--- config.mk ---
export PLATFORM = sky130hd
export DESIGN_NAME = fcvm_front_flat
export DESIGN_NICKNAME = d
export VERILOG_FILES = /design/src/hw/rtl/fcvm_pkg.sv /design/src/hw/rtl/fcvm_ifs.sv /design/src/hw/rtl/fcvm_front.sv /design/src/flat_wrapper.sv
export SDC_FILE = /design/constraint.sdc
export NUM_CORES = 1
export LEC_CHECK = 0
export BUFFER_PORTS_ARGS = -buffer_cell sky130_fd_sc_hd__clkbuf_2
export CORE_ASPECT_RATIO = 0.7
export CORE_MARGIN = 5
export CORE_UTILIZATION = 61
export DETAILED_ROUTE_END_ITERATION = 16
export PLACE_DENSITY = 0.82
export SLEW_MARGIN = 20
export SYNTH_ARGS = -nofsm -noshare
export SYNTH_HDL_FRONTEND = slang
export SYNTH_SLANG_ARGS = --single-unit
--- constraint.sdc ---
create_clock -name clk -period 26.1 [get_ports clk]
set_input_delay 7.83 -clock clk [delete_from_list [all_inputs] [get_ports clk]]
set_output_delay 7.83 -clock clk [all_outputs]
set_load 0.02 [all_outputs]
--- src/hw/rtl/fcvm_pkg.sv ---
// ----------------------------------------------------------------------------
// fcvm_pkg
// Shared types, constants and lookup functions of the false-color value mapper.
// ----------------------------------------------------------------------------
package fcvm_pkg;

  // Default sample width (signed fixed point)
  localparam int SAMPLE_WIDTH_DEF = 32;

  // Normalized fraction: Q0.16, 1.0 = 65536 needs 17 bits
  localparam int V_BITS   = 17;
  localparam int QUO_BITS = 16;
  localparam logic [V_BITS-1:0] V_ONE  = 17'd65536;
  localparam logic [V_BITS-1:0] V_ZERO = 17'd0;

  // Work queue between front and back
  localparam int QUEUE_DEPTH = 2;

  // CORDIC datapath
  localparam int ANG_W         = 20;
  localparam int CORDIC_STEPS  = 16;
  localparam int STEP_W        = $clog2(CORDIC_STEPS);
  localparam int LANES         = 3;
  localparam int COEF_W        = 17;
  localparam int PROD_W        = COEF_W + ANG_W;
  localparam int SUM_W         = 40;
  localparam int SCALE_W       = SUM_W + 8;
  localparam logic signed [ANG_W-1:0] HALF_PI_Q16 = 20'sd102944;
  localparam logic signed [ANG_W-1:0] PI_Q16      = 20'sd205887;
  localparam logic signed [ANG_W-1:0] CORDIC_GAIN = 20'sd39797;

  typedef enum logic {CMD_SCAN = 1'b0, CMD_MAP = 1'b1} cmd_t;
  typedef enum logic {MAP_POLY = 1'b0, MAP_COOLWARM = 1'b1} map_t;

  // Classification of a map transaction made by the front
  typedef enum logic [1:0] {
    KIND_WHITE = 2'd0,
    KIND_ZERO  = 2'd1,
    KIND_ONE   = 2'd2,
    KIND_DIV   = 2'd3
  } kind_t;

  // atan(2^-i) in Q16 radians
  function automatic logic signed [ANG_W-1:0] atan_q16(input logic [STEP_W-1:0] i);
    logic signed [ANG_W-1:0] r;
    unique case (i)
      4'd0:  r = 20'sd51472;
      4'd1:  r = 20'sd30386;
      4'd2:  r = 20'sd16055;
      4'd3:  r = 20'sd8150;
      4'd4:  r = 20'sd4091;
      4'd5:  r = 20'sd2047;
      4'd6:  r = 20'sd1024;
      4'd7:  r = 20'sd512;
      4'd8:  r = 20'sd256;
      4'd9:  r = 20'sd128;
      4'd10: r = 20'sd64;
      4'd11: r = 20'sd32;
      4'd12: r = 20'sd16;
      4'd13: r = 20'sd8;
      4'd14: r = 20'sd4;
      default: r = 20'sd2;
    endcase
    return r;
  endfunction

  // Coolwarm angle factor per channel (Q16)
  function automatic logic [18:0] cw_angle(input int lane);
    logic [18:0] r;
    unique case (lane)
      0:       r = 19'd248250;
      1:       r = 19'd256508;
      default: r = 19'd263717;
    endcase
    return r;
  endfunction

  // Coolwarm constant term per channel (Q16)
  function automatic logic signed [COEF_W-1:0] cw_c0(input int lane);
    logic signed [COEF_W-1:0] r;
    unique case (lane)
      0:       r = 17'sd37775;
      1:       r = 17'sd26142;
      default: r = 17'sd38876;
    endcase
    return r;
  endfunction

  // Coolwarm cosine coefficient per channel (Q16)
  function automatic logic signed [COEF_W-1:0] cw_c1(input int lane);
    logic signed [COEF_W-1:0] r;
    unique case (lane)
      0:       r = -17'sd21706;
      1:       r = -17'sd7366;
      default: r = 17'sd10610;
    endcase
    return r;
  endfunction

  // Coolwarm sine coefficient per channel (Q16)
  function automatic logic signed [COEF_W-1:0] cw_c2(input int lane);
    logic signed [COEF_W-1:0] r;
    unique case (lane)
      0:       r = 17'sd13382;
      1:       r = 17'sd28783;
      default: r = 17'sd24556;
    endcase
    return r;
  endfunction

  // Saturate a signed value to 0..255
  function automatic logic [7:0] sat8(input logic signed [15:0] a);
    logic [7:0] r;
    if (a < 16'sd0) begin
      r = 8'd0;
    end else if (a > 16'sd255) begin
      r = 8'd255;
    end else begin
      r = a[7:0];
    end
    return r;
  endfunction

endpackage

--- src/hw/rtl/fcvm_ifs.sv ---
// ----------------------------------------------------------------------------
// fcvm interfaces
// Valid/ready channels of the mapper: sample input, color output, config.
// ----------------------------------------------------------------------------

// Sample channel
interface fcvm_in_if #(parameter int SAMPLE_WIDTH = fcvm_pkg::SAMPLE_WIDTH_DEF);
  logic                           valid;
  logic                           ready;
  logic                           command;
  logic signed [SAMPLE_WIDTH-1:0] sample;
  logic                           first;

  modport source (output valid, command, sample, first, input ready);
  modport sink   (input valid, command, sample, first, output ready);
endinterface


--- src/hw/rtl/fcvm_front.sv ---
// ----------------------------------------------------------------------------
// fcvm_front
// Accepts samples, tracks the running range and classifies map transactions.
// ----------------------------------------------------------------------------
module fcvm_front #(
  parameter int SAMPLE_WIDTH = fcvm_pkg::SAMPLE_WIDTH_DEF
) (
  input  logic                    clk,
  input  logic                    rst,
  fcvm_in_if.sink                 item,
  input  logic                    q_full,
  output logic                    push,
  output fcvm_pkg::kind_t         kind,
  output logic [SAMPLE_WIDTH-1:0] num,
  output logic [SAMPLE_WIDTH-1:0] den
);
  import fcvm_pkg::*;

  localparam logic signed [SAMPLE_WIDTH-1:0] MOST_POS = {1'b0, {(SAMPLE_WIDTH-1){1'b1}}};
  localparam logic signed [SAMPLE_WIDTH-1:0] MOST_NEG = {1'b1, {(SAMPLE_WIDTH-1){1'b0}}};

  logic signed [SAMPLE_WIDTH-1:0] range_low;
  logic signed [SAMPLE_WIDTH-1:0] range_high;
  logic signed [SAMPLE_WIDTH-1:0] x;
  logic signed [SAMPLE_WIDTH:0]   diff_num;
  logic signed [SAMPLE_WIDTH:0]   diff_den;
  logic                           accept;

  assign x          = item.sample;
  assign item.ready = !q_full;
  assign accept     = item.valid && item.ready;
  assign push       = accept && (item.command == CMD_MAP);

  // Range tracking on scan transactions
  always_ff @(posedge clk) begin
    if (rst) begin
      range_low  <= MOST_POS;
      range_high <= MOST_NEG;
    end else if (accept && (item.command == CMD_SCAN)) begin
      if (item.first) begin
        range_low  <= x;
        range_high <= x;
      end else begin
        if (x < range_low)  range_low  <= x;
        if (x > range_high) range_high <= x;
      end
    end
  end

  // Offsets from the range floor, one bit wider to hold any difference
  assign diff_num = $signed({x[SAMPLE_WIDTH-1], x}) -
                    $signed({range_low[SAMPLE_WIDTH-1], range_low});
  assign diff_den = $signed({range_high[SAMPLE_WIDTH-1], range_high}) -
                    $signed({range_low[SAMPLE_WIDTH-1], range_low});

  // Only strictly inside the range needs a division
  always_comb begin
    priority if (x[SAMPLE_WIDTH-1]) begin
      kind = KIND_WHITE;
    end else if (range_high <= range_low) begin
      kind = KIND_ZERO;
    end else if (diff_num <= $signed({(SAMPLE_WIDTH+1){1'b0}})) begin
      kind = KIND_ZERO;
    end else if (diff_num >= diff_den) begin
      kind = KIND_ONE;
    end else begin
      kind = KIND_DIV;
    end
  end

  assign num = diff_num[SAMPLE_WIDTH-1:0];
  assign den = diff_den[SAMPLE_WIDTH-1:0];

endmodule

--- src/flat_wrapper.sv ---
// flat-port wrapper written by rule: the top's interface ports become plain ports
module fcvm_front_flat import fcvm_pkg::*;
#(
  parameter int SAMPLE_WIDTH = fcvm_pkg::SAMPLE_WIDTH_DEF
)
  (clk, rst, q_full, push, kind, num, den, item_valid, item_command, item_sample, item_first, item_ready);
  fcvm_in_if #(.SAMPLE_WIDTH(SAMPLE_WIDTH)) item_i ();
  input  logic clk;
  input  logic rst;
  input  logic q_full;
  output logic push;
  output fcvm_pkg::kind_t kind;
  output logic [SAMPLE_WIDTH-1:0] num;
  output logic [SAMPLE_WIDTH-1:0] den;
  input wire logic [$bits(item_i.valid)-1:0] item_valid;
  input wire logic [$bits(item_i.command)-1:0] item_command;
  input wire logic [$bits(item_i.sample)-1:0] item_sample;
  input wire logic [$bits(item_i.first)-1:0] item_first;
  output wire logic [$bits(item_i.ready)-1:0] item_ready;
  assign item_i.valid = item_valid;
  assign item_i.command = item_command;
  assign item_i.sample = item_sample;
  assign item_i.first = item_first;
  assign item_ready = item_i.ready;
  fcvm_front #(.SAMPLE_WIDTH(SAMPLE_WIDTH)) u_core (.clk(clk), .rst(rst), .item(item_i), .q_full(q_full), .push(push), .kind(kind), .num(num), .den(den));
endmodule
Yosys cells after proc, flatten, opt, wreduce, memory -nomap -nowiden
Cells that the tools add are included.
Word-level totals
  bits in registers: 64
  input bits: 38
  output and inout port bits: 68
Cells by class
  $add $sub $neg: 2
  order comparisons: 5
  mux-type cells: 8
  bitwise operators: 1
  reductions and logical operators: 8
Operator list (count)
  $mux W32: 4
  $sub A32 B32 Y33: 2
  $ge A33 B33 Y1: 1
  $le A33 B1 Y1 const B: 1
  $gt A32 B32 Y1: 1
  $le A32 B32 Y1: 1
  $lt A32 B32 Y1: 1
  $mux W2: 3
  $reduce_and A2 Y1: 2
  $reduce_bool A2 Y1: 2
  $logic_and A1 B1 Y1: 3
  $logic_not A1 Y1: 1
  $mux W1: 1
  $not A1 Y1: 1

Logic depth before layout (Yosys ltp)
Gate-level depths: netlist of the first run.
  depth in word-level cells: 6
  gate-level depth with buffers: 25
  gate-level depth less buffers: 25

Least setup slack after synthesis of the first run
OpenSTA, ideal clock, no wires.
  kind: input to output
  from: input item_sample[0]
  to: output kind[0]
  data arrival time: 11.607 ns
  slack: 6.663 ns
  cell stages on the path: 21
  buffers on the path: 0
  cell sequence: inv_1 -> ha_1 -> inv_1 -> fa_1 -> a211oi_1 -> o21ai_1 -> a31oi_2 -> o21ai_0 -> and3_1 -> nor2_1 -> ha_1 -> o21ai_0 -> o21ai_0 -> o211ai_1 -> a21o_1 -> a311o_1 -> nand2_1 -> a21oi_1 -> nor3_1 -> a21oi_1 -> o41a_1
On the way
  longest elaborated chain between the ends: 6
Ends and longest elaborated chain
  from (decl): line flat_wrapper.sv:17  | input wire logic [$bits(item_i.sample)-1:0] item_sample;
  $sub A32 B32 Y33 *: line fcvm_front.sv:51  | assign diff_num = $signed({x[SAMPLE_WIDTH-1], x}) -
  net num[12]: line flat_wrapper.sv:13  | output logic [SAMPLE_WIDTH-1:0] num;
  $ge A33 B33 Y1: line fcvm_front.sv:64  | end else if (diff_num >= diff_den) begin
  $mux W1: line fcvm_front.sv:64
  $mux W2 *: line fcvm_front.sv:62  | end else if (diff_num <= $signed({(SAMPLE_WIDTH+1){1'b0}})) begin
  $mux W2 *: line fcvm_front.sv:60  | end else if (range_high <= range_low) begin
  $mux W2 *: line fcvm_front.sv:58  | priority if (x[SAMPLE_WIDTH-1]) begin
  to (decl): line flat_wrapper.sv:12  | output fcvm_pkg::kind_t kind;
The timed path passes the listed nets; every way through them passes the cells marked *.

Worst setup path in the final report of the first run
  from: input item_sample[0]
  to: output kind[0]
On the way
  longest elaborated chain between the ends: 6
Ends and longest elaborated chain (line)
  $sub A32 B32 Y33 *: fcvm_front.sv:51
  $ge A33 B33 Y1: fcvm_front.sv:64
  $mux W1: fcvm_front.sv:64
  $mux W2 *: fcvm_front.sv:62
  $mux W2 *: fcvm_front.sv:60
  $mux W2 *: fcvm_front.sv:58
Every way passes the cells marked *; elsewhere a longest branch is shown, timed or not.

==> impl_results.md, run 1 <==
- Status: completed
- Die width: 146 microns
- Pleak: 0.00436 uW
- Root buffer selected by CTS: clkbuf_16
- Net Count, Synth: approximately 1200
- Top cells by count, synth: ha_1 (130), nand2_1 (124), inv_1 (109)
- Cts-stage hold buffer count: 0
- CP arrival: 12.16 ns
- Final worst-path cycle share: 0.766
- Tot GR Track Use: 0.301
- Final wirelength: 23600 microns
- Setup bufs post-CTS: 0
- Crit. End Element: output port
- Clk sinks: 64
- Critical Path RT: 18.27 ns
- Die span in y: 105 microns
- Vias in the first global route: 7311
- Top cell type's share of synthesized area: 0.207
- Diode count: 0
- Slew Viols, Final: 0
- Post-CTS sizing: 0
- Maxcap violations: 0
- CP Max Fanout: 6
- Finished Layout Cells: 1292
- Clock insertion delay at the later pin of the skew report: 0.34 ns
- Cell with the most instances after synthesis: ha_1
- DRC viols: 0
- Mapped Cells: 1042
- Fillers: 1085
- PwrDens: roughly 48 nW/um^2
- Final setup fails: 0
- Startpoint types: primary input
- Worst-Margin Slew: 1.11 ns
- Crit-path max cell delay: roughly 0.46 ns
- F_max: 0.0500 GHz
- RePlAce Congestion: 1.00
- Rel. slew slack: 0.262
- Clock Skew: 0.00459 ns
- RSZ-0062 raised after global routing: false
- Final min period: 19.99 ns
- CTS tree: done
- Largest net degree at the start of global routing: 94
- Via count: 8004
- Async S/R FF share, synth: 0
- Htree depth: 3
- Area contributors post-synth: ha_1 (21%), dfxtp_1 (16%), nand2_1 (5.9%)
- Initial antenna violation count: 0
- Initial DRC count: between 700 and 800
- Post-synth top area cell: ha_1
- Post-synth EDFFs: 0
- Clock-pin transition on the worst setup and hold timing paths: 0.06 ns
- Synth warn: 0
- VDD IR-drop max: 0.0375 mV
- # rows: 34
- Hold WC Path Type: reg2reg
- Setup_tns: 0 ns
- Grt ovf: 0
- I/O Buffers: 105
- Syn Area/Cell: 7.53 sq um
- Dpl hpwl: ~19000 microns
- Area Growth Syn to Fin: 12.1%
- Die area: about 15000 sq um
- Share of layout cells above drive strength 1: 0.127
- Vias/cell: 6.20
- Ports: 106
- Fin util: 0.704
- Main flop type after synthesis: dfxtp_1
- Synth cell types: 68
- Routed Antenna Nets: 0
- First-pass GRT wire length: between 30000 and 40000 microns
- Wire length per cell: 18.2 microns
- FF+latch count, synth: 64
- Synth Cell Area: 7850 sq um
- Final Total Pwr: about 420 uW
- Kind of critical path: in2out
- Clock tree buffer depth: 2
- Final hold vios: 0
- Cell at the slowest stage of the critical path: o41a_1
- Core Region: 12500 sq um
- Starting Density: 0.628
- Post-synthesis sequential area ratio: 0.163
- Placed insts: ~1300
- Drt pass-1 iters: 7
- Total CTS buffers: 9
- Nets@finish: 1295
- Crit-path cells: clkbuf_2 -> inv_1 -> ha_1 -> inv_1 -> fa_1 -> a211oi_1 -> o21ai_1 -> a31oi_2 -> o21ai_0 -> a21oi_1 -> nor2_1 -> ha_1 -> o21ai_0 -> o21ai_0 -> o211ai_1 -> a21o_1 -> a311o_1 -> nand2_1 -> a21oi_1 -> nor3_1 -> a21oi_1 -> o41a_1 -> clkbuf_2
-- flip-flops by register name, indices dropped and copies added, names as in the netlist --
signal and count:
u_core.range_low 32, u_core.range_high 32
-- layer usage --
| layer | vias up | wire length (microns) | track usage |
|---|---|---|---|
| met5 | - | 0 | 0 |
| met3 | 42 | 2030 | 0.0532 |
| met1 | 3700 | 11300 | 0.442 |
| li1 | 3915 | - | - |
| met4 | 0 | 437 | 0.0739 |
| met2 | 347 | 9810 | 0.456 |
-- placed cells by master (no fill, tap or decap), types with 31 or more instances in the layout --
cell type  instances
a21oi_1           67
nand2_1          124
clkbuf_2         105
inv_1            108
o211ai_1          36
dfxtp_1           64
a21o_1            39
nor2_1            50
mux2i_1           38
o21ai_0           51
ha_1             130
xnor2_1           31
-- worst max-delay path: cells and delay by family --
| kind | cells | cell delay, ns |
|---|---|---|
| AOI/OAI and AO/OA | 13 | 2.58 |
| adders and majority gates | 3 | 0.95 |
| buffers and inverters | 4 | 0.44 |
| and+or+nand+nor | 3 | 0.33 |
-- stage by stage --
step / setup slack, ns / hold slack (ns) / area (sq um)
2_1_floorplan: 6.66 / 0.451 / 7850
3_3_place_gp: 6.36 / 0.467 / 8460
3_5_place_dp: 6.26 / 0.470 / 8460
4_1_cts: 6.16 / 0.480 / 8800
5_1_grt: 5.58 / 0.512 / 8800
6_report: 6.11 / 0.475 / 8800
-- report_power, final --
group | switching (uW) | internal (uW)
clock | 49.0 | 91.5
sequential | 2.45 | 102
combinational | 111 | 64.0
-- area by class of cell --
type	count	area (sq um)	area share
clock inverter	4	75.1	0.00853
clock buffer	12	267	0.0303
sequential	64	1280	0.146
inverter	110	413	0.0469
timing repair buffer	107	541	0.0614
tap	162	203	0.0230
multi-input combinational	833	6020	0.684
-- kinds of logic after synthesis --
kind of cell	after synthesis	share of synthesized area
DFF	64	0.163
buffers and inverters	145	0.0711
adders and majority gates	132	0.212
and+or+nand+nor	331	0.206
muxes	38	0.0484
AOI/OAI and AO/OA	277	0.237
xor gates and xnor gates	55	0.0614
-- path summary, 6_finish.rpt --
kind | start | endpoint | slack (ns) | depth (start not counted)
hold / removal | u_core.range_high[13] | u_core.range_high[13] | 0.48 | 2
setup reg to reg | u_core.range_high[31] | u_core.range_high[18] | 22.14 | 11
hold reg to reg | u_core.range_high[13] | u_core.range_high[13] | 0.48 | 2
setup / recovery | item_sample[0] | kind[0] | 6.11 | 23
Power figures use the tool's default switching activity.
==> run 2, diff against run 1 <==
- CORE_UTILIZATION: 61 -> 54
- PLACE_DENSITY: 0.82 -> 0.77
- clock period: 26.1 -> 17.3 ns (I/O delays scaled with it)
==> impl_results.md, run 2 (synthesized netlist as in run 1, its figures left out) <==
- Status: completed (unchanged)
- CTS tree: done (unchanged)
- Crit-path cells: clkbuf_2 -> inv_1 -> ha_1 -> inv_1 -> fa_1 -> a211oi_1 -> o21ai_1 -> a31oi_2 -> o21ai_0 -> a21oi_1 -> nor2_1 -> ha_1 -> o21ai_0 -> o21ai_0 -> o211ai_1 -> a21o_1 -> a311o_1 -> nand2_1 -> a21oi_1 -> nor3_1 -> a21oi_1 -> o41a_1 -> clkbuf_2 (unchanged)
- Die area: 17100 sq um (was 15300 sq um)
- Critical Path End: kind[0] (unchanged)
- Initial DRC count: 655 (was 757)
- Setup bufs post-CTS: 0 (unchanged)
- PwrDens: 68.4 nW/um^2 (was 47.8 nW/um^2)
- Crit. End Element: output port (unchanged)
- Dpl hpwl: 18800 microns (was 18600 microns)
- Vias/cell: 6.06 (was 6.20)
- Most frequent cells in the layout: ha_1 (130), nand2_1 (124), inv_1 (108), clkbuf_2 (105), a21oi_1 (67) (unchanged)
- Final setup fails: 0 (unchanged)
- Rel. slew slack: 0.384 (was 0.262)
- Total CTS buffers: 9 (unchanged)
- Hold WC Path Type: reg2reg (unchanged)
- Clock insertion delay at the later pin of the skew report: 0.34 ns (about the same)
- Starting Density: 0.557 (was 0.628)
- Clock-pin transition on the worst setup and hold timing paths: 0.06 ns (about the same)
- Pleak: 0.00434 uW (was 0.00436 uW)
- Register-to-Register Setup Slack: 13.63 ns (was 22.14 ns)
- CP Max Fanout: 6 (unchanged)
- Register area: 1280 sq um (unchanged)
- Initial antenna violation count: 0 (unchanged)
- Clk sinks: 64 (unchanged)
- Stages on the worst setup path: 23 (unchanged)
- RSZ-0062 raised after global routing: false (unchanged)
- R2r startpoint: u_core.range_high[31] (unchanged)
- Worst setup startpoint: item_sample[0] (unchanged)
- Cell at the slowest stage of the critical path: fa_1 (was o41a_1)
- Top flop regs: u_core.range_high: 32 flops, u_core.range_low: 32 flops (unchanged)
- Diode count: 0 (unchanged)
- Drt pass-1 iters: 5 (was 7)
- Startpoint types: primary input (unchanged)
- Final min period: 14.68 ns
- Buf/Inv on CP: 4 (unchanged)
- Root buffer selected by CTS: clkbuf_16 (unchanged)
- Crit-path max cell delay: 0.43 ns (was 0.46 ns)
- Die width: 154 microns (was 146 microns)
- Fillers: 1332 (was 1085)
- First-pass GRT wire length: 37900 microns (was 38100 microns)
- Tot GR Track Use: 0.268 (was 0.301)
- Final hold vios: 0 (unchanged)
- Slew Viols, Final: 0 (unchanged)
- Fin area: 8780 sq um (was 8800 sq um)
- Worst-Margin Slew: 0.924 ns (was 1.11 ns)
- RePlAce Congestion: 0.985 (was 1.00)
- Ports: 106 (unchanged)
- Final worst-path cycle share: 0.848
- CP arrival: 9.49 ns (was 12.16 ns)
- Commonest non-fill, non-tap cell in the layout: ha_1 (unchanged)
- Largest net degree at the start of global routing: 94 (unchanged)
- Maxcap violations: 0 (unchanged)
- Share of layout cells above drive strength 1: 0.124 (was 0.127)
- DRC viols: 0 (unchanged)
- Final wirelength: 23400 microns (was 23600 microns)
- Clock Skew: 0.0103 ns (was 0.00459 ns)
- Kind of critical path: in2out (unchanged)
- Grt ovf: 0 (unchanged)
- Vias in the first global route: 7238 (was 7311)
- # rows: 36 (was 34)
- Routed Antenna Nets: 0 (unchanged)
- Htree depth: 3 (unchanged)
- Die span in y: 111 microns (was 105 microns)
- Setup_tns: 0 ns (unchanged)
- Area Growth Syn to Fin: 11.8% (was 12.1%)
- Via count: 7982 (was 8004)
- Footprint of the multi-input gates: 6020 sq um (about the same)
- Nets@finish: 1295 (unchanged)
- CP top delay family: compound AO/OA/AOI/OAI gates (unchanged)
- F_max: 0.0681 GHz
- R2R cell count: 10 (was 11)
- Post-DP Area: 8490 sq um (was 8460 sq um)
- Post-CTS sizing: 0 (unchanged)
- Wire length per cell: 17.7 microns (was 18.2 microns)
- Reg2reg end: u_core.range_high[13] (was u_core.range_high[18])
- Critical Path RT: 12.11 ns (was 18.27 ns)
- Core Region: 14100 sq um (was 12500 sq um)
- Clock tree buffer depth: 2 (unchanged)
- VDD IR-drop max: 0.0395 mV (was 0.0375 mV)
- I/O Buffers: 105 (unchanged)
- Worst hold slack: 0.486 ns (was 0.475 ns)
- Cts-stage hold buffer count: 0 (unchanged)
==> run 2: power by group <==
group	switching, uW	internal, uW	total, uW	leakage [uW]
logic	167	96.1	263	0.00368
registers	3.79	155	158	0.000522
clock network	68.5	110	179	0.000140
==> run 2: worst register-to-register path: stages, from the launching register on <==
cell and delay, ns:
dfxtp_1 0.40, inv_1 0.06, ha_1 0.34, nand4_1 0.12, or2_2 0.37, or3_1 0.53
nor3_1 0.55, nor4b_1 0.13, mux2i_1 0.17, and3_4 0.62, mux2i_1 0.31
==> run 2: how the worst min path moves through the flow <==
stage | start | endpoint | slack [ns] | depth (start not counted)
2_1_floorplan | u_core.range_high[0] | u_core.range_high[0] | 0.45 | 2
3_3_place_gp | u_core.range_high[24] | u_core.range_high[24] | 0.47 | 2
3_5_place_dp | u_core.range_high[0] | u_core.range_high[0] | 0.47 | 2
4_1_cts | u_core.range_high[6] | u_core.range_high[6] | 0.49 | 2
5_1_grt | u_core.range_high[0] | u_core.range_high[0] | 0.50 | 2
6_report | u_core.range_high[6] | u_core.range_high[6] | 0.49 | 2
==> run 2: final cells by class <==
class | count | share of cell area
inverter | 110 | 0.0470
multi-input combinational | 833 | 0.686
clock buffer | 13 | 0.0319
tap | 190 | 0.0271
timing repair buffer | 107 | 0.0616
sequential | 64 | 0.146
==> run 2: routing by layer <==
layer / GRT usage / up-vias / wire, microns
li1: - / 3901 / -
met1: 0.406 / 3731 / 11700
met2: 0.399 / 317 / 9550
met3: 0.0449 / 33 / 1850
met4: 0.0524 / 0 / 314
met5: 0 / - / 0
==> run 2: through the flow <==
step	setup WS (ns)	utilization	total power (uW)	instances
4_1_cts	2.67	0.622	599	1317
6_report	2.62	0.623	600	1317
5_1_grt	2.22	0.623	634	1317
2_1_floorplan	3.14	-	344	1042
3_5_place_dp	2.72	0.602	419	1304
3_3_place_gp	2.83	0.602	416	1304
