<file path="config.mk">
export PLATFORM = sky130hd
export DESIGN_NAME = fcvm_queue
export DESIGN_NICKNAME = d
export VERILOG_FILES = /design/src/hw/rtl/fcvm_pkg.sv /design/src/hw/rtl/fcvm_queue.sv
export SDC_FILE = /design/constraint.sdc
export NUM_CORES = 1
export LEC_CHECK = 0
export BUFFER_PORTS_ARGS = -buffer_cell sky130_fd_sc_hd__buf_4
export CORE_AREA = 3 3 40 42
export CTS_CLUSTER_SIZE = 10
export DETAILED_ROUTE_END_ITERATION = 12
export DIE_AREA = 0 0 43 45
export PLACE_DENSITY = 0.49
export SLEW_MARGIN = 20
export SYNTH_ARGS = -nofsm -noshare
export SYNTH_HDL_FRONTEND = slang
export SYNTH_SLANG_ARGS = --single-unit
</file>
<file path="constraint.sdc">
create_clock -name clk -period 3.6 [get_ports clk]
set_clock_uncertainty 0.15 [all_clocks]
set_input_delay 0.72 -clock clk [delete_from_list [all_inputs] [get_ports clk]]
set_output_delay 0.72 -clock clk [all_outputs]
set_load 0.05 [all_outputs]
</file>
<file path="src/hw/rtl/fcvm_pkg.sv">
// ----------------------------------------------------------------------------
// fcvm_pkg
// Shared types, constants and lookup functions of the false-color value mapper.
// ----------------------------------------------------------------------------
package fcvm_pkg;

  // Default sample width (signed fixed point)
  localparam int SAMPLE_WIDTH_DEF = 32;

  // Normalized fraction: Q0.16, 1.0 = 65536 needs 17 bits
  localparam int V_BITS   = 17;
  localparam int QUO_BITS = 16;
  localparam logic [V_BITS-1:0] V_ONE  = 17'd65536;
  localparam logic [V_BITS-1:0] V_ZERO = 17'd0;

  // Work queue between front and back
  localparam int QUEUE_DEPTH = 2;

  // CORDIC datapath
  localparam int ANG_W         = 20;
  localparam int CORDIC_STEPS  = 16;
  localparam int STEP_W        = $clog2(CORDIC_STEPS);
  localparam int LANES         = 3;
  localparam int COEF_W        = 17;
  localparam int PROD_W        = COEF_W + ANG_W;
  localparam int SUM_W         = 40;
  localparam int SCALE_W       = SUM_W + 8;
  localparam logic signed [ANG_W-1:0] HALF_PI_Q16 = 20'sd102944;
  localparam logic signed [ANG_W-1:0] PI_Q16      = 20'sd205887;
  localparam logic signed [ANG_W-1:0] CORDIC_GAIN = 20'sd39797;

  typedef enum logic {CMD_SCAN = 1'b0, CMD_MAP = 1'b1} cmd_t;
  typedef enum logic {MAP_POLY = 1'b0, MAP_COOLWARM = 1'b1} map_t;

  // Classification of a map transaction made by the front
  typedef enum logic [1:0] {
    KIND_WHITE = 2'd0,
    KIND_ZERO  = 2'd1,
    KIND_ONE   = 2'd2,
    KIND_DIV   = 2'd3
  } kind_t;

  // atan(2^-i) in Q16 radians
  function automatic logic signed [ANG_W-1:0] atan_q16(input logic [STEP_W-1:0] i);
    logic signed [ANG_W-1:0] r;
    unique case (i)
      4'd0:  r = 20'sd51472;
      4'd1:  r = 20'sd30386;
      4'd2:  r = 20'sd16055;
      4'd3:  r = 20'sd8150;
      4'd4:  r = 20'sd4091;
      4'd5:  r = 20'sd2047;
      4'd6:  r = 20'sd1024;
      4'd7:  r = 20'sd512;
      4'd8:  r = 20'sd256;
      4'd9:  r = 20'sd128;
      4'd10: r = 20'sd64;
      4'd11: r = 20'sd32;
      4'd12: r = 20'sd16;
      4'd13: r = 20'sd8;
      4'd14: r = 20'sd4;
      default: r = 20'sd2;
    endcase
    return r;
  endfunction

  // Coolwarm angle factor per channel (Q16)
  function automatic logic [18:0] cw_angle(input int lane);
    logic [18:0] r;
    unique case (lane)
      0:       r = 19'd248250;
      1:       r = 19'd256508;
      default: r = 19'd263717;
    endcase
    return r;
  endfunction

  // Coolwarm constant term per channel (Q16)
  function automatic logic signed [COEF_W-1:0] cw_c0(input int lane);
    logic signed [COEF_W-1:0] r;
    unique case (lane)
      0:       r = 17'sd37775;
      1:       r = 17'sd26142;
      default: r = 17'sd38876;
    endcase
    return r;
  endfunction

  // Coolwarm cosine coefficient per channel (Q16)
  function automatic logic signed [COEF_W-1:0] cw_c1(input int lane);
    logic signed [COEF_W-1:0] r;
    unique case (lane)
      0:       r = -17'sd21706;
      1:       r = -17'sd7366;
      default: r = 17'sd10610;
    endcase
    return r;
  endfunction

  // Coolwarm sine coefficient per channel (Q16)
  function automatic logic signed [COEF_W-1:0] cw_c2(input int lane);
    logic signed [COEF_W-1:0] r;
    unique case (lane)
      0:       r = 17'sd13382;
      1:       r = 17'sd28783;
      default: r = 17'sd24556;
    endcase
    return r;
  endfunction

  // Saturate a signed value to 0..255
  function automatic logic [7:0] sat8(input logic signed [15:0] a);
    logic [7:0] r;
    if (a < 16'sd0) begin
      r = 8'd0;
    end else if (a > 16'sd255) begin
      r = 8'd255;
    end else begin
      r = a[7:0];
    end
    return r;
  endfunction

endpackage

</file>
<file path="src/hw/rtl/fcvm_queue.sv">
// ----------------------------------------------------------------------------
// fcvm_queue
// Small register FIFO that decouples classification from color computation.
// ----------------------------------------------------------------------------
module fcvm_queue #(
  parameter int WIDTH = 2
) (
  input  logic             clk,
  input  logic             rst,
  input  logic             push,
  input  logic [WIDTH-1:0] wdata,
  output logic             full,
  input  logic             pop,
  output logic [WIDTH-1:0] rdata,
  output logic             empty
);
  import fcvm_pkg::*;

  localparam int PTR_W = (QUEUE_DEPTH > 1) ? $clog2(QUEUE_DEPTH) : 1;
  localparam int CNT_W = $clog2(QUEUE_DEPTH + 1);
  localparam logic [CNT_W-1:0] DEPTH_CNT = CNT_W'(QUEUE_DEPTH);
  localparam logic [PTR_W-1:0] LAST_PTR  = PTR_W'(QUEUE_DEPTH - 1);

  logic [WIDTH-1:0] slots [QUEUE_DEPTH];
  logic [PTR_W-1:0] wr_ptr;
  logic [PTR_W-1:0] rd_ptr;
  logic [CNT_W-1:0] count;

  assign full  = (count == DEPTH_CNT);
  assign empty = (count == '0);
  assign rdata = slots[rd_ptr];

  // Pointers and fill count
  always_ff @(posedge clk) begin
    if (rst) begin
      wr_ptr <= '0;
      rd_ptr <= '0;
      count  <= '0;
    end else begin
      if (push) begin
        wr_ptr <= (wr_ptr == LAST_PTR) ? '0 : wr_ptr + 1'b1;
      end
      if (pop) begin
        rd_ptr <= (rd_ptr == LAST_PTR) ? '0 : rd_ptr + 1'b1;
      end
      unique case ({push, pop})
        2'b10:   count <= count + 1'b1;
        2'b01:   count <= count - 1'b1;
        default: count <= count;
      endcase
    end
  end

  // Storage
  always_ff @(posedge clk) begin
    if (push) begin
      slots[wr_ptr] <= wdata;
    end
  end

endmodule

</file>
Word level (Yosys, flattened, before mapping)
Memory sizes are Yosys's and may differ from the RTL's. A register that Yosys moved wholly into a read port is not among the register bits. Index checks and enable logic that the tools add are counted.

Logic and storage cells: 20. Bits of input ports: 6. Memories: 1. Memory bits (writable): 4. Output and inout bits: 4. Bits in registers: 4.

Memories: slots (words 2, width 2, read ports 1, clocked after memory_dff 1, write ports 1, RTL line fcvm_queue.sv:24) `logic [WIDTH-1:0] slots [QUEUE_DEPTH];`.

Add/subtract/negate cells: 4. Equal/unequal tests: 3. Muxes and demuxes: 7. Reductions and logical operators: 2.

Operators with widths (number): 1-bit 2-to-1 mux (6); 2-bit == test (second input constant) (2); 2-bit one-hot mux with 2 select lines (1); 1-bit adder (second input constant) (2); 2-bit by 1-bit adder with 2-bit output (second input constant) (1); 2-bit by 1-bit == test with 1-bit output (second input constant) (1); 2-bit zero test (1); 2-bit nonzero test (1); 2-bit by 1-bit subtractor with 2-bit output (second input constant) (1).

Depth between registers and ports, before layout
Gate-level depths: netlist (run 1).

Depth after elaboration: 4. Mapped depth: 5. Gate-level depth less buffers: 5.

Least setup slack after synthesis (run 1)
OpenSTA, ideal clock, no wires.

Path type: reg2out. From: register count[0]. To: output port empty. Data required time: 2.730 ns. Path buffers: 0. Slack: 1.739 ns. Data arrival time: 0.991 ns. Cell stages (with the launch flop): 2. Cell sequence: dfxtp_1 > nor2_1.

Word-level cells in the longest chain between the ends: 1.

Ends and longest elaborated chain: start, declared (RTL line fcvm_queue.sv:27) `logic [CNT_W-1:0] count;`; start signal, assigned (RTL line fcvm_queue.sv:47) `2'b10: count <= count + 1'b1;`; start signal, assigned (RTL line fcvm_queue.sv:48) `2'b01: count <= count - 1'b1;`; start signal, assigned (RTL line fcvm_queue.sv:49) `default: count <= count;`; 2-bit zero test (RTL line fcvm_queue.sv:30) `assign empty = (count == '0);`; end, declared (RTL line fcvm_queue.sv:15) `output logic empty`.

No other way between the ends.

==> impl_metrics.env, run 1 <==
export IMPL_slew_violations=0
export IMPL_layout_common_cells="buf_4 (9), nor2_1 (6), dfxtp_1 (5)"
export IMPL_critPathKind="reg -> out"
export IMPL_cts_root_buf="clkbuf_4"
export IMPL_synth_area_um2=347.8
export IMPL_vias_per_cell=4.107
export IMPL_synth_top_area_frac=0.3453
export IMPL_min_path_type="reg -> reg"
export IMPL_row_count=13
export IMPL_ioPinCount=10
export IMPL_switching_power_w=0.00007680
export IMPL_grt_pass1_wl_um=814
export IMPL_cts_tree="built"
export IMPL_dr_pass1_iters=4
export IMPL_end_kind="primary output"
export IMPL_outcome="finished clean"
export IMPL_synth_top_cell_by_area="edfxtp_1"
export IMPL_clkSinkCount=9
export IMPL_post_cts_setup_buffers=0
export IMPL_finalSetupViolCount=0
export IMPL_crit_required_ns=2.73
export IMPL_dieArea_um2=1935
export IMPL_syn_nets=35
export IMPL_p_per_area_nw_per_um2=565.4
export IMPL_drive_gt1_frac=0.3659
export IMPL_synth_seq_cells=9
export IMPL_critical_path_arrival_ns=1.14
export IMPL_n_antenna_cell=0
export IMPL_post_cts_resized=0
export IMPL_cts_htree_levels=1
export IMPL_clock_path_buffers=2
export IMPL_holdBufCountCts=0
export IMPL_synthesis_instances=28
export IMPL_start_kind="flip-flop"
export IMPL_start_util=0.2707
export IMPL_area_growth_pct=32.37
export IMPL_clock_fmax_ghz=0.4986
export IMPL_fp_dieH_um=45
export IMPL_path_clk_slew_ns=0.06
export IMPL_hold_viol_final=0
export IMPL_rsz0062_at_grt="no"
export IMPL_gr_total_overflow=0
export IMPL_num_vias=230
export IMPL_ant_nets=0
export IMPL_p_seq_frac=0.471
export IMPL_wire_per_inst_um=9.643
export IMPL_synth_cell_type_count=13
export IMPL_syn_mean_instance_area_um2=12.42
export IMPL_tns_ns=0
export IMPL_clk_latency_ns=0.26
export IMPL_crit_chain="mux2_2 -> buf_4"
export IMPL_antenna_found_initial=0
export IMPL_synth_top_cells_by_area="edfxtp_1 (35%), dfxtp_1 (29%), xnor2_1 (7.6%)"
export IMPL_grt_max_degree=6
export IMPL_cts_inserted_buffers=3
export IMPL_worst_slew_pin_slew_ns=0.1716
export IMPL_drv_cap=0
export IMPL_core_um2=1285
export IMPL_fin_crit_sh=0.5571
export IMPL_die_x_um=43
export IMPL_grtUsageTotal=0.06616
export IMPL_cellInternalPower_w=0.0001835
export IMPL_finalNetCount=49
export IMPL_swShare=0.2950
export IMPL_path_max_fanout=2
export IMPL_p_clk_frac=0.297
export IMPL_yosys_warnings=0
export IMPL_max_slew_margin=0.8847
export IMPL_cp_num_buf_inv=1
export IMPL_drt_total_wl_um=540
export IMPL_min_period_ns=2.005
export IMPL_critPathSlowestCell="dfxtp_1"
export IMPL_pwr_share_comb=0.232
export IMPL_vdd_ir_drop_max_mv=0.1810
export IMPL_first_iter_violations=2
export IMPL_crit_family="flip-flops"
export IMPL_hold_worst_slack_ns=0.3590
export IMPL_seq_area_frac_synth=0.6331
export IMPL_slowest_delay_ns=0.35
export IMPL_drcViolationCount=0
export IMPL_final_common_cell="buf_4"
export IMPL_power_leakage_nw=0.1921
export IMPL_grt_pass1_vias=193
export IMPL_portBuffers=9
export IMPL_place_gp_congestion=0.6224
routing by layer:
layer / global-route usage / vias to the layer above / wire length (um)
li1: - / 120 / -
met5: 0 / - / 0
met2: 0.08383 / 9 / 248
met1: 0.06618 / 98 / 224
met4: 0.09036 / 0 / 25
met3: 0.03586 / 3 / 42
cells by family (layout without fill, tap and decap cells):
family,Yosys count,after routing,synth area share
AOI/OAI and AO/OA,2,2,0.02875
xor gates and xnor gates,4,4,0.1007
adders and majority gates,1,1,0.03597
buffers and inverters,1,14,0.01078
DFF,9,9,0.6331
muxes,2,2,0.06474
and+or+nand+nor,9,9,0.1259
Yosys cell counts:
master / number
and2_1: 1
edfxtp_1: 4
ha_1: 1
mux2_2: 2
a21oi_1: 1
or3_1: 1
xor2_1: 1
nor2_1: 6
dfxtp_1: 5
o21ai_0: 1
inv_1: 1
xnor2_1: 3
and2b_2: 1
area by class of cell:
cell class | count | area (um2)
Timing Repair Buffer | 9 | 67.56
Inverter | 1 | 3.754
Multi-Input combinational cell | 18 | 123.9
Sequential cell | 9 | 220.2
Tap cell | 15 | 18.77
Clock buffer | 4 | 26.28
Fill cell | 128 | 824.5
worst register-to-register path, cell delays in order (launching register included):
cell	delay (ns)
dfxtp_1	0.39
xnor2_1	0.10
or3_1	0.30
a21oi_1	0.14
power by group through the flow:
stage / registers (W) / clock network, W / logic, W
after detailed placement: 0.000125 / 0 / 0.0000609
after global placement: 0.000124 / 0 / 0.0000598
after floorplan: 0.000124 / 0 / 0.0000432
final: 0.000123 / 0.0000773 / 0.0000604
after global routing: 0.000124 / 0.0000868 / 0.0000639
after CTS: 0.000123 / 0.0000810 / 0.0000613
through the flow:
| step | util | instance area, um2 | instances | power [W] | worst slack (ns) |
|---|---|---|---|---|---|
| after floorplan | - | 347.8 | 28 | 0.0001669 | 1.739 |
| after global placement | 0.3379 | 434.2 | 52 | 0.0001843 | 1.701 |
| after detailed placement | 0.3379 | 434.2 | 52 | 0.0001859 | 1.673 |
| after CTS | 0.3583 | 460.4 | 56 | 0.0002653 | 1.575 |
| after global routing | 0.3583 | 460.4 | 56 | 0.0002747 | 1.548 |
| final | 0.3583 | 460.4 | 56 | 0.0002603 | 1.595 |
worst paths after layout:
kind                                 to  depth (start not counted)             startpoint  slack [ns]
hold reg to reg   count[1]$_SDFFE_PP0P_                          2  count[1]$_SDFFE_PP0P_        0.36
setup / recovery               rdata[0]                          2              flip-flop        1.59
setup reg to reg  count[1]$_SDFFE_PP0P_                          3  count[0]$_SDFFE_PP0P_        2.45
hold / removal    count[1]$_SDFFE_PP0P_                          2  count[1]$_SDFFE_PP0P_        0.36
(Power assumes the default switching activity.)
==> run 2, diff against run 1 <==
- clock period: 3.6 -> 1.9 ns (I/O delays scaled with it)
==> impl_metrics.env, run 2 (same netlist as run 1, synthesis figures left out) <==
export IMPL_min_period_ns=1.660
export IMPL_finalNetCount=49
export IMPL_stdcell_area_um2=460.4
export IMPL_row_count=13
export IMPL_rsz0062_at_grt="no"
export IMPL_critPathSlowestCell="dfxtp_1"
export IMPL_first_iter_violations=0
export IMPL_min_path_type="in -> reg"
export IMPL_switching_power_w=0.0001466
export IMPL_clock_fmax_ghz=0.6023
export IMPL_worst_slew_pin_slew_ns=0.1751
export IMPL_swShare=0.2966
export IMPL_fin_crit_sh=0.8738
export IMPL_grt_pass1_wl_um=945
export IMPL_critPathKind="reg -> out"
export IMPL_drv_cap=0
export IMPL_cp_num_buf_inv=1
export IMPL_multi_input_comb_area_um2=123.9
export IMPL_cp_depth=2
export IMPL_cts_tree="built"
export IMPL_hold_worst_slack_ns=0.1579
export IMPL_path_clk_slew_ns=0.06
export IMPL_wire_per_inst_um=10.39
export IMPL_antenna_found_initial=0
export IMPL_vias_per_cell=4.089
export IMPL_cellInternalPower_w=0.0003477
export IMPL_cts_inserted_buffers=3
export IMPL_grt_pass1_vias=242
export IMPL_pwr_share_comb=0.233
export IMPL_reg2regPathDepth=3
export IMPL_num_vias=229
export IMPL_dieArea_um2=1935
export IMPL_rr_startpoint="count[0]$_SDFFE_PP0P_"
export IMPL_final_common_cell="buf_4"
export IMPL_post_cts_setup_buffers=0
export IMPL_r2r_end="count[1]$_SDFFE_PP0P_"
export IMPL_power_leakage_nw=0.1921
export IMPL_portBuffers=9
export IMPL_ant_nets=0
export IMPL_seq_area_um2=220.2
export IMPL_finalSetupViolCount=0
export IMPL_drcViolationCount=0
export IMPL_clkSinkCount=9
export IMPL_vdd_ir_drop_max_mv=0.4623
export IMPL_critical_path_arrival_ns=1.13
export IMPL_crit_chain="mux2_2 -> buf_4"
export IMPL_crit_end="rdata[1]"
export IMPL_place_area_um2=434.2
export IMPL_max_slew_margin=0.8825
export IMPL_post_cts_resized=0
export IMPL_clk_latency_ns=0.26
export IMPL_clock_path_buffers=2
export IMPL_hold_viol_final=0
export IMPL_end_kind="primary output"
export IMPL_n_antenna_cell=0
export IMPL_slew_violations=0
export IMPL_rrSetupSlack_ns=0.75
export IMPL_p_seq_frac=0.471
export IMPL_grtUsageTotal=0.07317
export IMPL_crit_required_ns=1.37
export IMPL_p_per_area_nw_per_um2=1073
export IMPL_die_x_um=43
export IMPL_tns_ns=0
export IMPL_core_um2=1285
export IMPL_path_max_fanout=2
export IMPL_grt_max_degree=6
export IMPL_outcome="finished clean"
export IMPL_crit_family="flip-flops"
export IMPL_cts_htree_levels=1
export IMPL_place_gp_congestion=0.6215
export IMPL_ioPinCount=10
export IMPL_drt_total_wl_um=582
export IMPL_fillCellCount=137
export IMPL_start_util=0.2707
export IMPL_dr_pass1_iters=1
export IMPL_slowest_delay_ns=0.34
export IMPL_layout_common_cells="buf_4 (9), nor2_1 (6), dfxtp_1 (5)"
export IMPL_p_clk_frac=0.296
export IMPL_start_kind="flip-flop"
export IMPL_fp_dieH_um=45
export IMPL_holdBufCountCts=0
export IMPL_power_w=0.0004942
export IMPL_gr_total_overflow=0
export IMPL_area_growth_pct=32.37
export IMPL_cts_root_buf="clkbuf_4"
export IMPL_drive_gt1_frac=0.3659
==> run 2: cell counts in the layout (fill, tap and decap cells not counted) <==
Identical to the previous run, type by type.
==> run 2: through the flow <==
| stage | utilization | worst slack (ns) | cells |
|---|---|---|---|
| 4_1_cts | 0.3583 | 0.2314 | 56 |
| 6_report | 0.3583 | 0.2398 | 56 |
| 2_1_floorplan | - | 0.3786 | 28 |
| 3_3_place_gp | 0.3379 | 0.3539 | 52 |
| 3_5_place_dp | 0.3379 | 0.3221 | 52 |
| 5_1_grt | 0.3583 | 0.1932 | 56 |
==> run 2: per-layer routing <==
layer	track usage	vias up	part of all wire	routed length (um)
li1	-	119	-	-
met1	0.06700	104	0.39	228
met2	0.1168	6	0.54	314
met3	0.02390	0	0.067	39
met4	0.09036	0	0	0
met5	0	-	0	0
==> run 2: cell type report <==
type | instances | share of cell area
inverter | 1 | 0.008152
sequential | 9 | 0.4783
clock buffer | 4 | 0.05707
timing repair buffer | 9 | 0.1467
multi-input combinational | 18 | 0.2690
tap | 15 | 0.04076
==> run 2: worst min-delay path by stage <==
stage                     depth (start not counted)                    end             startpoint
after detailed placement                          2  count[1]$_SDFFE_PP0P_  count[1]$_SDFFE_PP0P_
after CTS                                         1  slots[0][0]$_DFFE_PP_               wdata[0]
after floorplan                                   1  count[1]$_SDFFE_PP0P_                    rst
final                                             1  slots[0][0]$_DFFE_PP_               wdata[0]
after global routing                              1  slots[0][0]$_DFFE_PP_               wdata[0]
after global placement                            2  count[1]$_SDFFE_PP0P_  count[1]$_SDFFE_PP0P_
==> run 2: power groups by stage <==
stage               Sequential [W]  Clock [W]  Combinational (W)
floorplan                 0.000234          0          0.0000819
global placement          0.000236          0           0.000114
detailed placement        0.000237          0           0.000116
CTS                       0.000233   0.000151           0.000117
global route              0.000235   0.000162           0.000123
finish                    0.000233   0.000146           0.000115
==> run 2: worst register-to-register path: cells and delay by family (launching register included) <==
| family | cells | cell delay [ns] |
|---|---|---|
| flops | 1 | 0.39 |
| compound gates | 1 | 0.14 |
| simple gates | 1 | 0.31 |
| xor+xnor | 1 | 0.10 |
==> run 3, diff against run 2 <==
- ABC_AREA: unset -> 1
- PLACE_DENSITY: 0.49 -> 0.5
==> impl_metrics.env, run 3 <==
export IMPL_stdcell_area_um2=480.5
export IMPL_drt_total_wl_um=548
export IMPL_crit_chain="mux2_2 -> buf_4"
export IMPL_synth_top_area_frac=0.3265
export IMPL_cts_root_buf="clkbuf_4"
export IMPL_power_leakage_nw=0.2255
export IMPL_portBuffers=9
export IMPL_max_slew_margin=0.8572
export IMPL_first_iter_violations=5
export IMPL_place_gp_congestion=0.6749
export IMPL_post_cts_resized=0
export IMPL_hpwl_um=438.9
export IMPL_ant_nets=0
export IMPL_num_vias=269
export IMPL_slew_violations=0
export IMPL_utilization=0.3739
export IMPL_syn_mean_instance_area_um2=9.432
export IMPL_row_count=13
export IMPL_synth_top_cell_by_area="edfxtp_1"
export IMPL_die_x_um=43
export IMPL_yosysMostFrequentCell="nor2_1"
export IMPL_drive_gt1_frac=0.2692
export IMPL_grt_pass1_wl_um=1041
export IMPL_synth_top_cells_by_area="edfxtp_1 (33%), dfxtp_1 (27%), nor2_1 (10%)"
export IMPL_vias_per_cell=4.015
export IMPL_grtUsageTotal=0.07137
export IMPL_min_path_type="in -> reg"
export IMPL_critical_path_arrival_ns=1.11
export IMPL_hold_viol_final=0
export IMPL_synth_seq_cells=9
export IMPL_place_area_um2=454.2
export IMPL_fin_crit_sh=0.8633
export IMPL_start_util=0.2863
export IMPL_vdd_ir_drop_max_mv=0.4309
export IMPL_holdBufCountCts=0
export IMPL_crit_required_ns=1.37
export IMPL_post_cts_setup_buffers=0
export IMPL_syn_nets=46
export IMPL_min_from="wdata[0]"
export IMPL_cts_htree_levels=1
export IMPL_core_um2=1285
export IMPL_yosys_top_cells_count="nor2_1 (10), inv_1 (7), dfxtp_1 (5), nand2_1 (5), edfxtp_1 (4)"
export IMPL_outcome="finished clean"
export IMPL_seq_area_frac_synth=0.5986
export IMPL_finalSetupViolCount=0
export IMPL_drv_cap=0
export IMPL_synthArstFlopShare=0
export IMPL_yosys_warnings=0
export IMPL_cts_inserted_buffers=3
export IMPL_clock_fmax_ghz=0.6096
export IMPL_ioPinCount=10
export IMPL_end_kind="primary output"
export IMPL_dr_pass1_iters=2
export IMPL_hold_depth=1
export IMPL_n_antenna_cell=0
export IMPL_final_common_cell="nor2_1"
export IMPL_path_clk_slew_ns=0.06
export IMPL_synth_area_um2=367.9
export IMPL_start_kind="flip-flop"
export IMPL_synth_cell_type_count=12
export IMPL_critPathSlowestCell="dfxtp_1"
export IMPL_gr_total_overflow=0
export IMPL_slowest_delay_ns=0.34
export IMPL_rr_startpoint="count[0]$_SDFFE_PP0P_"
export IMPL_min_period_ns=1.640
export IMPL_area_growth_pct=30.61
export IMPL_r2r_end="count[1]$_SDFFE_PP0P_"
export IMPL_antenna_found_initial=0
export IMPL_critPathKind="reg -> out"
export IMPL_path_max_fanout=2
export IMPL_hold_end="slots[1][0]$_DFFE_PP_"
export IMPL_clk_latency_ns=0.24
export IMPL_dieArea_um2=1935
export IMPL_grt_pass1_vias=259
export IMPL_clock_path_buffers=2
export IMPL_finalNetCount=60
export IMPL_drcViolationCount=0
export IMPL_power_w=0.0004643
export IMPL_synth_edf_count=4
export IMPL_cts_tree="built"
export IMPL_p_per_area_nw_per_um2=966.4
export IMPL_wire_per_inst_um=8.179
export IMPL_reg2regPathDepth=5
export IMPL_fp_dieH_um=45
export IMPL_synth_main_ff_cell="dfxtp_1"
export IMPL_tns_ns=0
export IMPL_grt_max_degree=8
export IMPL_clkSinkCount=9
export IMPL_rsz0062_at_grt="no"
export IMPL_layout_common_cells="nor2_1 (10), buf_4 (9), inv_1 (7)"
export IMPL_rrSetupSlack_ns=0.89
export IMPL_worst_slew_pin_slew_ns=0.2139
export IMPL_synthesis_instances=39
-- run 3: where the power goes --
part / internal [W] / total [W] / switching (W)
clock: 0.0000803 / 0.000137 / 0.0000566
combinational: 0.0000368 / 0.0000985 / 0.0000618
sequential: 0.000218 / 0.000229 / 0.0000105
-- run 3: kinds of logic after synthesis --
logic type	after synthesis	share of synthesized area
simple gates	17	0.1837
xor+xnor	1	0.02381
flops	9	0.5987
fa+ha+maj	1	0.03401
mux	2	0.06122
buf+inv	7	0.07144
compound gates	2	0.02718
-- run 3: metrics by stage --
step / worst slack [ns] / hold WS [ns] / std cells
detailed placement: 0.5020 / 0.3562 / 63
finish: 0.2597 / 0.1673 / 67
global placement: 0.4976 / 0.3520 / 63
CTS: 0.2408 / 0.1609 / 67
floorplan: 0.3423 / 0.3024 / 39
global route: 0.2057 / 0.1597 / 67
-- run 3: worst max-delay path by stage --
| stage | to | depth (start not counted) | slack [ns] |
|---|---|---|---|
| after floorplan | full | 2 | 0.34 |
| after global placement | count[1]$_SDFFE_PP0P_ | 8 | 0.50 |
| after detailed placement | count[1]$_SDFFE_PP0P_ | 8 | 0.50 |
| after CTS | rdata[1] | 2 | 0.24 |
| after global routing | rdata[1] | 2 | 0.21 |
| final | rdata[1] | 2 | 0.26 |
-- run 3: routing by layer --
layer	global-route usage	routed length (um)
met3	0.02390	39
met5	0	0
met4	0.01807	0
met2	0.1198	251
met1	0.08889	256
-- run 3: worst max-delay path: cells and delay by family (launching register included) --
| family | cells | cell delay, ns |
|---|---|---|
| multiplexers | 1 | 0.34 |
| buffers and inverters | 1 | 0.19 |
| flip-flops | 1 | 0.34 |
-- run 3: layout make-up --
cell class | instances | area, um2
multi-input cells | 23 | 121.4
fillers | 143 | 804.5
repair buffers | 9 | 67.56
inverters | 7 | 26.28
flip-flops and latches | 9 | 220.2
well taps | 15 | 18.77
clock buffers | 4 | 26.28
